==> src/hdl/calibrated_moving_average_defines.svh <==
// Assertion macros shared by the calibrated moving average RTL.
// Needs a clock named clk and an active-low reset named rst_n in scope.
`ifndef CALIBRATED_MOVING_AVERAGE_DEFINES_SVH
`define CALIBRATED_MOVING_AVERAGE_DEFINES_SVH

// Antecedent implies consequent in the same cycle.
`define CMA_ASSERT_NOW(label, ante, cons, msg) \
  label: assert property (@(posedge clk) disable iff (!rst_n) (ante) |-> (cons)) \
    else $error(msg);

// Antecedent implies consequent in the next cycle.
`define CMA_ASSERT_NEXT(label, ante, cons, msg) \
  label: assert property (@(posedge clk) disable iff (!rst_n) (ante) |=> (cons)) \
    else $error(msg);

`endif

==> src/hdl/cma_pkg.sv <==
// Shared types and constants for the calibrated moving average.
// No dependencies.
package cma_pkg;

  localparam int DEPTH_LOG2_DEF = 6;
  localparam int SAMPLE_W       = 24;
  localparam int GAIN_W         = 24;
  localparam int SHIFT_W        = 6;
  localparam int RESULT_W       = 48;
  localparam int DIFF_W         = SAMPLE_W + 1;
  localparam int CFG_IDX_W      = 2;
  localparam int CFG_DATA_W     = 24;
  localparam int SHIFT_MAX      = 63;

  typedef enum logic [CFG_IDX_W-1:0] {
    CFG_OFFSET = 2'd0,
    CFG_GAIN   = 2'd1,
    CFG_SHIFT  = 2'd2,
    CFG_FILTER = 2'd3
  } cfg_idx_t;

  // Valid flag and averaging flag of the accumulator output stage.
  typedef struct packed {
    logic valid;
    logic filt;
  } cma_ctl_t;

endpackage

==> src/hdl/cma_ifs.sv <==
// Valid/ready stream interfaces for samples in and results out.
// Depends on cma_pkg.
interface cma_sample_if;
  import cma_pkg::*;
  logic                       valid;
  logic                       ready;
  logic signed [SAMPLE_W-1:0] raw_sample;

  modport source (output valid, output raw_sample, input ready);
  modport sink   (input valid, input raw_sample, output ready);
endinterface

interface cma_result_if;
  import cma_pkg::*;
  logic                       valid;
  logic                       ready;
  logic signed [RESULT_W-1:0] calibrated_value;

  modport source (output valid, output calibrated_value, input ready);
  modport sink   (input valid, input calibrated_value, output ready);
endinterface

==> src/hdl/cma_ram.sv <==
// Generic simple dual-port RAM, one write and one registered read port.
// No dependencies.
module cma_ram #(
  parameter int WIDTH = 8,
  parameter int DEPTH = 64
) (
  input  logic                     clk,
  input  logic                     we,
  input  logic [$clog2(DEPTH)-1:0] waddr,
  input  logic [WIDTH-1:0]         wdata,
  input  logic                     re,
  input  logic [$clog2(DEPTH)-1:0] raddr,
  output logic [WIDTH-1:0]         rdata
);
  logic [WIDTH-1:0] mem [DEPTH];

  always_ff @(posedge clk) begin
    if (we) begin
      mem[waddr] <= wdata;
    end
    if (re) begin
      rdata <= mem[raddr];
    end
  end
endmodule

==> src/hdl/cma_ring_acc.sv <==
// Offset subtraction, sample ring and running sum (two pipeline stages).
// Depends on cma_pkg and cma_ram.
module cma_ring_acc #(
  parameter int DEPTH_LOG2 = cma_pkg::DEPTH_LOG2_DEF
) (
  input  logic                                         clk,
  input  logic                                         rst_n,
  input  logic                                         in_valid,
  output logic                                         in_ready,
  input  logic signed [cma_pkg::SAMPLE_W-1:0]          in_raw,
  input  logic signed [cma_pkg::SAMPLE_W-1:0]          offset,
  input  logic                                         filter_enable,
  output cma_pkg::cma_ctl_t                            acc_ctl,
  output logic signed [cma_pkg::DIFF_W+DEPTH_LOG2-1:0] acc_operand,
  input  logic                                         acc_ready
);
  import cma_pkg::*;

  localparam int SUM_W = DIFF_W + DEPTH_LOG2;

  logic [DEPTH_LOG2-1:0]     pos_r;
  logic                      full_r;
  logic                      v1_r, filt1_r, full1_r;
  logic [DEPTH_LOG2-1:0]     pos1_r;
  logic signed [DIFF_W-1:0]  diff1_r;
  logic                      v2_r, filt2_r;
  logic signed [SUM_W-1:0]   op2_r;
  logic signed [SUM_W-1:0]   sum_r, sum_nxt;
  logic signed [DIFF_W-1:0]  diff_in;
  logic [DIFF_W-1:0]         ram_rdata;
  logic signed [DIFF_W-1:0]  oldest;
  logic                      en1, en2, accept, fire1;

  assign en2      = !v2_r || acc_ready;
  assign en1      = !v1_r || en2;
  assign in_ready = en1;
  assign accept   = in_valid && en1;
  assign fire1    = v1_r && en2;

  assign diff_in = DIFF_W'(in_raw) - DIFF_W'(offset);

  // Slots not yet written since reset read as zero.
  assign oldest  = full1_r ? $signed(ram_rdata) : '0;
  assign sum_nxt = sum_r - SUM_W'(oldest) + SUM_W'(diff1_r);

  // Consecutive items touch different slots; an item reads a slot only after
  // the item that wrote it left stage one, so no forwarding is needed.
  cma_ram #(
    .WIDTH (DIFF_W),
    .DEPTH (1 << DEPTH_LOG2)
  ) u_ring (
    .clk   (clk),
    .we    (fire1 && filt1_r),
    .waddr (pos1_r),
    .wdata (diff1_r),
    .re    (accept),
    .raddr (pos_r),
    .rdata (ram_rdata)
  );

  always_ff @(posedge clk) begin
    if (!rst_n) begin
      pos_r  <= '0;
      full_r <= 1'b0;
      sum_r  <= '0;
      v1_r   <= 1'b0;
      v2_r   <= 1'b0;
    end else begin
      if (accept && filter_enable) begin
        pos_r <= pos_r + 1'b1;
        if (&pos_r) begin
          full_r <= 1'b1;
        end
      end
      if (fire1 && filt1_r) begin
        sum_r <= sum_nxt;
      end
      if (en1) begin
        v1_r <= in_valid;
      end
      if (en2) begin
        v2_r <= v1_r;
      end
    end
  end

  always_ff @(posedge clk) begin
    if (accept) begin
      filt1_r <= filter_enable;
      full1_r <= full_r;
      pos1_r  <= pos_r;
      diff1_r <= diff_in;
    end
    if (fire1) begin
      filt2_r <= filt1_r;
      op2_r   <= filt1_r ? sum_nxt : SUM_W'(diff1_r);
    end
  end

  assign acc_ctl.valid = v2_r;
  assign acc_ctl.filt  = filt2_r;
  assign acc_operand   = op2_r;
endmodule

==> src/hdl/cma_scale.sv <==
// Gain multiply, arithmetic shift, 48-bit saturation and output register.
// Depends on cma_pkg and the result stream interface.
module cma_scale #(
  parameter int DEPTH_LOG2 = cma_pkg::DEPTH_LOG2_DEF
) (
  input  logic                                         clk,
  input  logic                                         rst_n,
  input  cma_pkg::cma_ctl_t                            acc_ctl,
  input  logic signed [cma_pkg::DIFF_W+DEPTH_LOG2-1:0] acc_operand,
  output logic                                         acc_ready,
  input  logic signed [cma_pkg::GAIN_W-1:0]            gain,
  input  logic [cma_pkg::SHIFT_W-1:0]                  scale_shift,
  cma_result_if.source                                 out_ch
);
  import cma_pkg::*;

  localparam int SUM_W  = DIFF_W + DEPTH_LOG2;
  localparam int PROD_W = SUM_W + GAIN_W;
  localparam int TOT_W  = SHIFT_W + 1;

  logic                      v3_r, v4_r;
  logic signed [PROD_W-1:0]  prod3_r;
  logic [SHIFT_W-1:0]        sh3_r;
  logic signed [RESULT_W-1:0] res4_r;
  logic signed [PROD_W-1:0]  prod;
  logic [TOT_W-1:0]          tot_sh;
  logic [SHIFT_W-1:0]        sh;
  logic signed [PROD_W-1:0]  shifted;
  logic [PROD_W-RESULT_W:0]  hi_bits;
  logic signed [RESULT_W-1:0] sat;
  logic                      en3, en4;

  assign en4       = !v4_r || out_ch.ready;
  assign en3       = !v3_r || en4;
  assign acc_ready = en3;

  assign prod   = PROD_W'(acc_operand) * PROD_W'(gain);
  assign tot_sh = acc_ctl.filt ? TOT_W'(scale_shift) + TOT_W'(DEPTH_LOG2)
                               : TOT_W'(scale_shift);
  assign sh     = (tot_sh > TOT_W'(SHIFT_MAX)) ? SHIFT_W'(SHIFT_MAX) : tot_sh[SHIFT_W-1:0];

  assign shifted = prod3_r >>> sh3_r;
  assign hi_bits = shifted[PROD_W-1:RESULT_W-1];

  always_comb begin
    if ((&hi_bits) || !(|hi_bits)) begin
      sat = shifted[RESULT_W-1:0];
    end else if (shifted[PROD_W-1]) begin
      sat = {1'b1, {(RESULT_W-1){1'b0}}};
    end else begin
      sat = {1'b0, {(RESULT_W-1){1'b1}}};
    end
  end

  always_ff @(posedge clk) begin
    if (!rst_n) begin
      v3_r <= 1'b0;
      v4_r <= 1'b0;
    end else begin
      if (en3) begin
        v3_r <= acc_ctl.valid;
      end
      if (en4) begin
        v4_r <= v3_r;
      end
    end
  end

  always_ff @(posedge clk) begin
    if (acc_ctl.valid && en3) begin
      prod3_r <= prod;
      sh3_r   <= sh;
    end
    if (v3_r && en4) begin
      res4_r <= sat;
    end
  end

  assign out_ch.valid            = v4_r;
  assign out_ch.calibrated_value = res4_r;
endmodule

==> src/hdl/calibrated_moving_average.sv <==
// Calibrated moving average: offset removal, boxcar average over the last
// 2^DEPTH_LOG2 differences, signed fixed-point gain, arithmetic right shift by
// scale_shift (plus DEPTH_LOG2 when averaging) and saturation to 48 bits.
// Takes one sample per clock and gives one result per sample, in order.
// A sample passes four registered stages in order: the accepting edge starts
// the ring memory read and captures the difference, then come the running-sum
// update, the multiply, and shift, saturation and the output register. The
// single read port and single write port of the ring memory set the rate at
// one sample per cycle; each stage moves up whenever the stage ahead is empty or
// moving, so the input stalls only when all four stages hold results and the
// sink holds off. The ring needs no clearing pass after reset: a fill flag
// makes slots not yet written since reset read as zero, so samples are taken
// from the first cycle after reset. Configuration registers are written
// through the cfg_ port (0 offset, 1 gain, 2 scale_shift, 3 filter_enable);
// the user must write them only while no sample is in flight, which the block
// itself does not enforce. Depends on cma_pkg, the stream interfaces,
// cma_ring_acc, cma_scale and cma_ram.
`include "calibrated_moving_average_defines.svh"

module calibrated_moving_average #(
  parameter int DEPTH_LOG2 = cma_pkg::DEPTH_LOG2_DEF
) (
  input  logic                             clk,
  input  logic                             rst_n,
  cma_sample_if.sink                       in_ch,
  cma_result_if.source                     out_ch,
  input  logic                             cfg_we,
  input  logic [cma_pkg::CFG_IDX_W-1:0]    cfg_index,
  input  logic [cma_pkg::CFG_DATA_W-1:0]   cfg_wdata
);
  import cma_pkg::*;

  localparam int SUM_W = DIFF_W + DEPTH_LOG2;

  // Configuration registers.
  logic signed [SAMPLE_W-1:0] offset_r;
  logic signed [GAIN_W-1:0]   gain_r;
  logic [SHIFT_W-1:0]         shift_r;
  logic                       filt_r;

  cma_ctl_t                   acc_ctl;
  logic signed [SUM_W-1:0]    acc_operand;
  logic                       acc_ready;

  // Decode the write; unknown codes fall to the default arm and drop.
  always_ff @(posedge clk) begin
    if (!rst_n) begin
      offset_r <= '0;
      gain_r   <= GAIN_W'(1);
      shift_r  <= '0;
      filt_r   <= 1'b1;
    end else if (cfg_we) begin
      case (cfg_idx_t'(cfg_index))
        CFG_OFFSET: offset_r <= cfg_wdata[SAMPLE_W-1:0];
        CFG_GAIN:   gain_r   <= cfg_wdata[GAIN_W-1:0];
        CFG_SHIFT:  shift_r  <= cfg_wdata[SHIFT_W-1:0];
        CFG_FILTER: filt_r   <= cfg_wdata[0];
        default: ;
      endcase
    end
  end

  // Front half: subtract offset, read the oldest slot, update the sum (or pass the difference when averaging is off).
  cma_ring_acc #(
    .DEPTH_LOG2 (DEPTH_LOG2)
  ) u_ring_acc (
    .clk           (clk),
    .rst_n         (rst_n),
    .in_valid      (in_ch.valid),
    .in_ready      (in_ch.ready),
    .in_raw        (in_ch.raw_sample),
    .offset        (offset_r),
    .filter_enable (filt_r),
    .acc_ctl       (acc_ctl),
    .acc_operand   (acc_operand),
    .acc_ready     (acc_ready)
  );

  // Back half: multiply by gain, shift, saturate, hold the result beat.
  cma_scale #(
    .DEPTH_LOG2 (DEPTH_LOG2)
  ) u_scale (
    .clk         (clk),
    .rst_n       (rst_n),
    .acc_ctl     (acc_ctl),
    .acc_operand (acc_operand),
    .acc_ready   (acc_ready),
    .gain        (gain_r),
    .scale_shift (shift_r),
    .out_ch      (out_ch)
  );

  // Input backs off only when the whole pipeline is full behind a stalled sink.
  `CMA_ASSERT_NOW(a_stall_only_when_out_blocked, !in_ch.ready, out_ch.valid && !out_ch.ready, "input stalled while the result side is free")
  // Hold the accumulator beat while the back half is busy.
  `CMA_ASSERT_NEXT(a_acc_holds_valid, acc_ctl.valid && !acc_ready, acc_ctl.valid, "accumulator beat dropped while stalled")
  `CMA_ASSERT_NEXT(a_acc_holds_operand, acc_ctl.valid && !acc_ready, $stable(acc_operand), "accumulator operand changed while stalled")

endmodule

==> src/flat_wrapper.sv <==
// flat-port wrapper written by rule: the top's interface ports become plain ports
module calibrated_moving_average_flat import cma_pkg::*;
#(
  parameter int DEPTH_LOG2 = cma_pkg::DEPTH_LOG2_DEF
)
  (clk, rst_n, cfg_we, cfg_index, cfg_wdata, in_ch_valid, in_ch_raw_sample, in_ch_ready, out_ch_valid, out_ch_calibrated_value, out_ch_ready);
  cma_sample_if in_ch_i ();
  cma_result_if out_ch_i ();
  input  logic clk;
  input  logic rst_n;
  input  logic cfg_we;
  input  logic [cma_pkg::CFG_IDX_W-1:0] cfg_index;
  input  logic [cma_pkg::CFG_DATA_W-1:0] cfg_wdata;
  input wire logic [$bits(in_ch_i.valid)-1:0] in_ch_valid;
  input wire logic [$bits(in_ch_i.raw_sample)-1:0] in_ch_raw_sample;
  output wire logic [$bits(in_ch_i.ready)-1:0] in_ch_ready;
  output wire logic [$bits(out_ch_i.valid)-1:0] out_ch_valid;
  output wire logic [$bits(out_ch_i.calibrated_value)-1:0] out_ch_calibrated_value;
  input wire logic [$bits(out_ch_i.ready)-1:0] out_ch_ready;
  assign in_ch_i.valid = in_ch_valid;
  assign in_ch_i.raw_sample = in_ch_raw_sample;
  assign in_ch_ready = in_ch_i.ready;
  assign out_ch_valid = out_ch_i.valid;
  assign out_ch_calibrated_value = out_ch_i.calibrated_value;
  assign out_ch_i.ready = out_ch_ready;
  calibrated_moving_average #(.DEPTH_LOG2(DEPTH_LOG2)) u_core (.clk(clk), .rst_n(rst_n), .in_ch(in_ch_i), .out_ch(out_ch_i), .cfg_we(cfg_we), .cfg_index(cfg_index), .cfg_wdata(cfg_wdata));
endmodule
==> config.mk <==
export PLATFORM = sky130hd
export DESIGN_NAME = calibrated_moving_average_flat
export DESIGN_NICKNAME = d
export VERILOG_FILES = /design/src/hdl/cma_pkg.sv /design/src/hdl/cma_ifs.sv /design/src/hdl/cma_ram.sv /design/src/hdl/cma_ring_acc.sv /design/src/hdl/cma_scale.sv /design/src/hdl/calibrated_moving_average.sv /design/src/flat_wrapper.sv
export VERILOG_INCLUDE_DIRS = /design/src /design/src/hdl
export SDC_FILE = /design/constraint.sdc
export NUM_CORES = 2
export LEC_CHECK = 0
export BUFFER_PORTS_ARGS = -buffer_cell sky130_fd_sc_hd__buf_4
export CAP_MARGIN = 15
export CORE_ASPECT_RATIO = 1.4
export CORE_UTILIZATION = 30
export DETAILED_ROUTE_END_ITERATION = 12
export HOLD_SLACK_MARGIN = 0.15
export PLACE_DENSITY = 0.41
export SKIP_CTS_REPAIR_TIMING = 1
export SLEW_MARGIN = 15
export SYNTH_ARGS = -nofsm -noshare
export SYNTH_HDL_FRONTEND = slang
export SYNTH_SLANG_ARGS = --single-unit
==> constraint.sdc <==
create_clock -name clk -period 11.5 [get_ports clk]
set_clock_uncertainty 0.05 [all_clocks]
set_input_delay 1.725 -clock clk [delete_from_list [all_inputs] [get_ports clk]]
set_output_delay 1.725 -clock clk [all_outputs]
set_load 0.02 [all_outputs]
==> results.yml <==
synth:
  synth_area_um2: 104000
  synth-seq-cells: 1896
  ys_seq_area_frac: 0.536
  synthArstFlopShare: 0
  ys_types: 81
  syn_inst: 6948
  synth_nets: 8001
  synth_top_flop_cell: "edfxtp_1"
  synth_edf_count: 1799
  syn_area_per_cell_um2: 15.0
  ys_warn_count: 0
cts:
  cts_buffer_depth: 4
  path_clk_slew_ps: 60
  cts_tree: "done"
  clock_latency_ps: 900
  cts-htree-levels: 4
  cts_buffers: 204
  clkSinkCount: 1896
  root_buffer: "clkbuf_16"
critical_path:
  cp_data_required_time_ps: 12050
  worstPathMaxFanout: 24
  r2r_setup_slack_ps: 2830
  path_class: "reg2reg"
  rr_worst_depth: 24
  end_kind: "flip-flop"
  critPathArrivalTime_ps: 9220
  critPathLaunchType: "flip-flop"
  timing.rr.end: "u_core.u_scale.prod3_r[54]"
  worstReg2RegStart: "u_core.u_ring_acc.acc_operand[30]"
global_route:
  grtUsageTotal: 0.183
  overflow: 0
  grt_max_degree: 108
  antenna_found_initial: 18
  grt_pass1_vias: 63262
  grt_pass1_wl_mm: 460
hold_path:
  hold_start: "u_core.u_ring_acc.full_r"
  min_path_type: "reg2reg"
  hold_depth: 0
  worstHoldEndpoint: "u_core.u_ring_acc.full1_r"
placed_design:
  pre_cts_ws_ps: 2730
  place_congestion: 0.851
  dpl.hpwl_mm: 208
  dp.cells: 11507
  portBuffers: 104
route:
  wl_mm: 318
  drt_iter0_drc: 3172
  via_count: 56753
  drc: 0
  post_drt_wl_per_cell_um: 26.7
  drtPass1Iterations: 5
  ant_nets: 0
  via_per_inst: 4.77
power:
  p_leak_nw: 42.2
  vdd_drop_max_uv: 138
  powerDensity_nw_per_um2: 188
timing:
  setup_slack_ps: 2830
  worst_hold_slack_ps: 384
  finalCritPeriodShare: 0.754
  fin_tns_setup_ps: 0
  max_freq_mhz: 115
  slew_violations: 0
  setup_viol: 0
  relSlewSlack: 0.158
  hold_viol: 0
  worst_pin_slew_ps: 1260
  post-route-min-period_ps: 8670
  rsz0062_at_grt: "no"
job:
  cap_viol_max_count: 0
final_layout:
  syn2layout_area_growth_pct: 13.1
  multiInputGateArea_um2: 43900
  seq_area_um2: 56000
  layout-drive-gt1-share: 0.172
  fin_cells: 11894
  nNetsFinal: 8141
  fill_cells: 33557
floorplanning:
  die_width_um: 501
  num_rows: 255
  core_um2: 345000
  ios: 105
  die_h_um: 700
  initial_core_util: 0.302
  die-area_um2: 350000
status:
  outcome: "finished, final reports clean"
-- cell usage after synthesis, types with 8 or more instances --
| cell | n | area (um2) |
|---|---|---|
| fa_1 | 792 | 15900 |
| edfxtp_1 | 1799 | 54000 |
| and3_1 | 11 | 68.8 |
| a21boi_0 | 72 | 541 |
| nor3_1 | 24 | 120 |
| o21bai_1 | 21 | 158 |
| mux2_2 | 17 | 191 |
| nor2_1 | 181 | 679 |
| nand2_1 | 678 | 2540 |
| o21ai_1 | 8 | 40.0 |
| buf_2 | 49 | 245 |
| a31oi_1 | 10 | 62.6 |
| a21o_1 | 32 | 240 |
| a21oi_1 | 117 | 586 |
| xor2_1 | 28 | 245 |
| nand3_1 | 34 | 170 |
| o211ai_1 | 10 | 75.1 |
| nand4_1 | 14 | 87.6 |
| a221o_1 | 21 | 210 |
| o21ai_0 | 118 | 591 |
| and2_1 | 394 | 2460 |
| clkbuf_1 | 265 | 995 |
| a211oi_1 | 19 | 143 |
| buf_1 | 36 | 135 |
| nor2b_1 | 60 | 375 |
| ha_1 | 206 | 2580 |
| dfxtp_1 | 97 | 1940 |
| mux4_2 | 563 | 12700 |
| inv_1 | 958 | 3600 |
| o21a_1 | 20 | 150 |
| nand2b_1 | 21 | 131 |
| xnor2_1 | 88 | 771 |
| mux2i_1 | 70 | 701 |
-- per-stage QoR --
| step | instance area (um2) | utilization | power (mW) |
|---|---|---|---|
| 6_report | 118000 | 0.342 | 22.1 |
| 5_1_grt | 118000 | 0.342 | 23.4 |
| 4_1_cts | 118000 | 0.342 | 22.6 |
| 3_5_place_dp | 112000 | 0.323 | 15.9 |
| 3_3_place_gp | 112000 | 0.323 | 15.9 |
| 2_1_floorplan | 104000 | - | 13.3 |
-- where the power goes --
| part | switching [mW] | internal [mW] |
|---|---|---|
| combinational | 4.61 | 2.75 |
| sequential | 0.169 | 8.08 |
| clock | 2.79 | 3.73 |
-- sequential cells by signal, indices dropped and copies added, names as in the netlist, 6 cells and up --
| register | flops |
|---|---|
| u_core.u_ring_acc.pos_r | 6 |
| u_core.u_scale.prod3_r | 55 |
| u_core.offset_r | 24 |
| u_core.u_ring_acc.sum_r | 31 |
| u_core.u_ring_acc.u_ring.mem | 1600 |
| u_core.u_ring_acc.diff1_r | 25 |
| u_core.u_ring_acc.u_ring.rdata | 25 |
| u_core.u_ring_acc.acc_operand | 31 |
| u_core.shift_r | 6 |
| u_core.u_scale.out_ch.calibrated_value | 48 |
| u_core.u_scale.sh3_r | 6 |
| u_core.gain_r | 24 |
| u_core.u_ring_acc.pos1_r | 6 |
-- metal layers --
layer,GRT usage,share of wire
met3,0.0165,0.026
met5,0,0.000041
met2,0.366,0.57
met1,0.199,0.37
met4,0.0547,0.032
-- worst max-delay path, cell delays in order (launching register included) --
cell,delay (ps)
edfxtp_1,760
nand2_1,260
inv_1,120
fa_1,690
inv_1,130
fa_1,800
inv_1,200
fa_1,970
inv_1,140
fa_1,510
fa_1,560
fa_1,430
fa_1,490
inv_1,40
ha_1,350
a21o_1,210
a21o_1,170
a21o_1,190
a21oi_1,140
o21ai_0,110
or3_1,310
a311o_1,300
a31o_1,220
a21oi_1,180
xnor2_1,80
-- logic make-up (layout without fill, tap and decap cells) --
logic type / Yosys count / after routing / share of synthesized area
flip-flops: 1896 / 1896 / 0.536
AND/OR/NAND/NOR: 1453 / 1453 / 0.0662
buffers and inverters: 1319 / 1612 / 0.0484
adder cells (fa/ha/maj): 998 / 998 / 0.177
multiplexers: 654 / 654 / 0.131
AO/OA/AOI/OAI: 512 / 512 / 0.0324
XOR/XNOR: 116 / 116 / 0.00973
other: 0 / 27 / 0
-- how the worst max path moves through the flow --
stage                                                 start                    endpoint  depth (start not counted)
after global placement    u_core.u_ring_acc.acc_operand[30]  u_core.u_scale.prod3_r[54]                         24
after CTS                 u_core.u_ring_acc.acc_operand[30]  u_core.u_scale.prod3_r[54]                         24
after floorplan           u_core.u_ring_acc.acc_operand[30]  u_core.u_scale.prod3_r[54]                         25
final                     u_core.u_ring_acc.acc_operand[30]  u_core.u_scale.prod3_r[54]                         24
after detailed placement  u_core.u_ring_acc.acc_operand[30]  u_core.u_scale.prod3_r[54]                         24
after global routing                       u_core.gain_r[0]  u_core.u_scale.prod3_r[54]                         24
-- placed cells by master, fill, tap and decap left out, types with 32 or more instances in the layout --
master	n
mux2i_1	70
a21o_1	32
xnor2_1	88
clkbuf_1	47
clkinv_1	38
o21ai_0	118
a21oi_1	116
clkbuf_16	205
mux4_2	563
nor2b_1	59
nor2_1	117
nand2_1	678
fa_1	792
dfxtp_1	91
edfxtp_1	1799
inv_1	958
and2_1	393
nor2_4	64
a21boi_0	71
ha_1	206
nand3_1	34
buf_4	285
-- area by class of cell --
class,count,share of cell area
clock buffer,254,0.0452
antenna,27,0.000572
multi-input combinational,3733,0.372
timing repair buffer,291,0.0191
clock inverter,105,0.00937
sequential,1896,0.474
inverter,962,0.0306
tap,4626,0.0490
No activity file was read; power rests on OpenSTA's default activity.
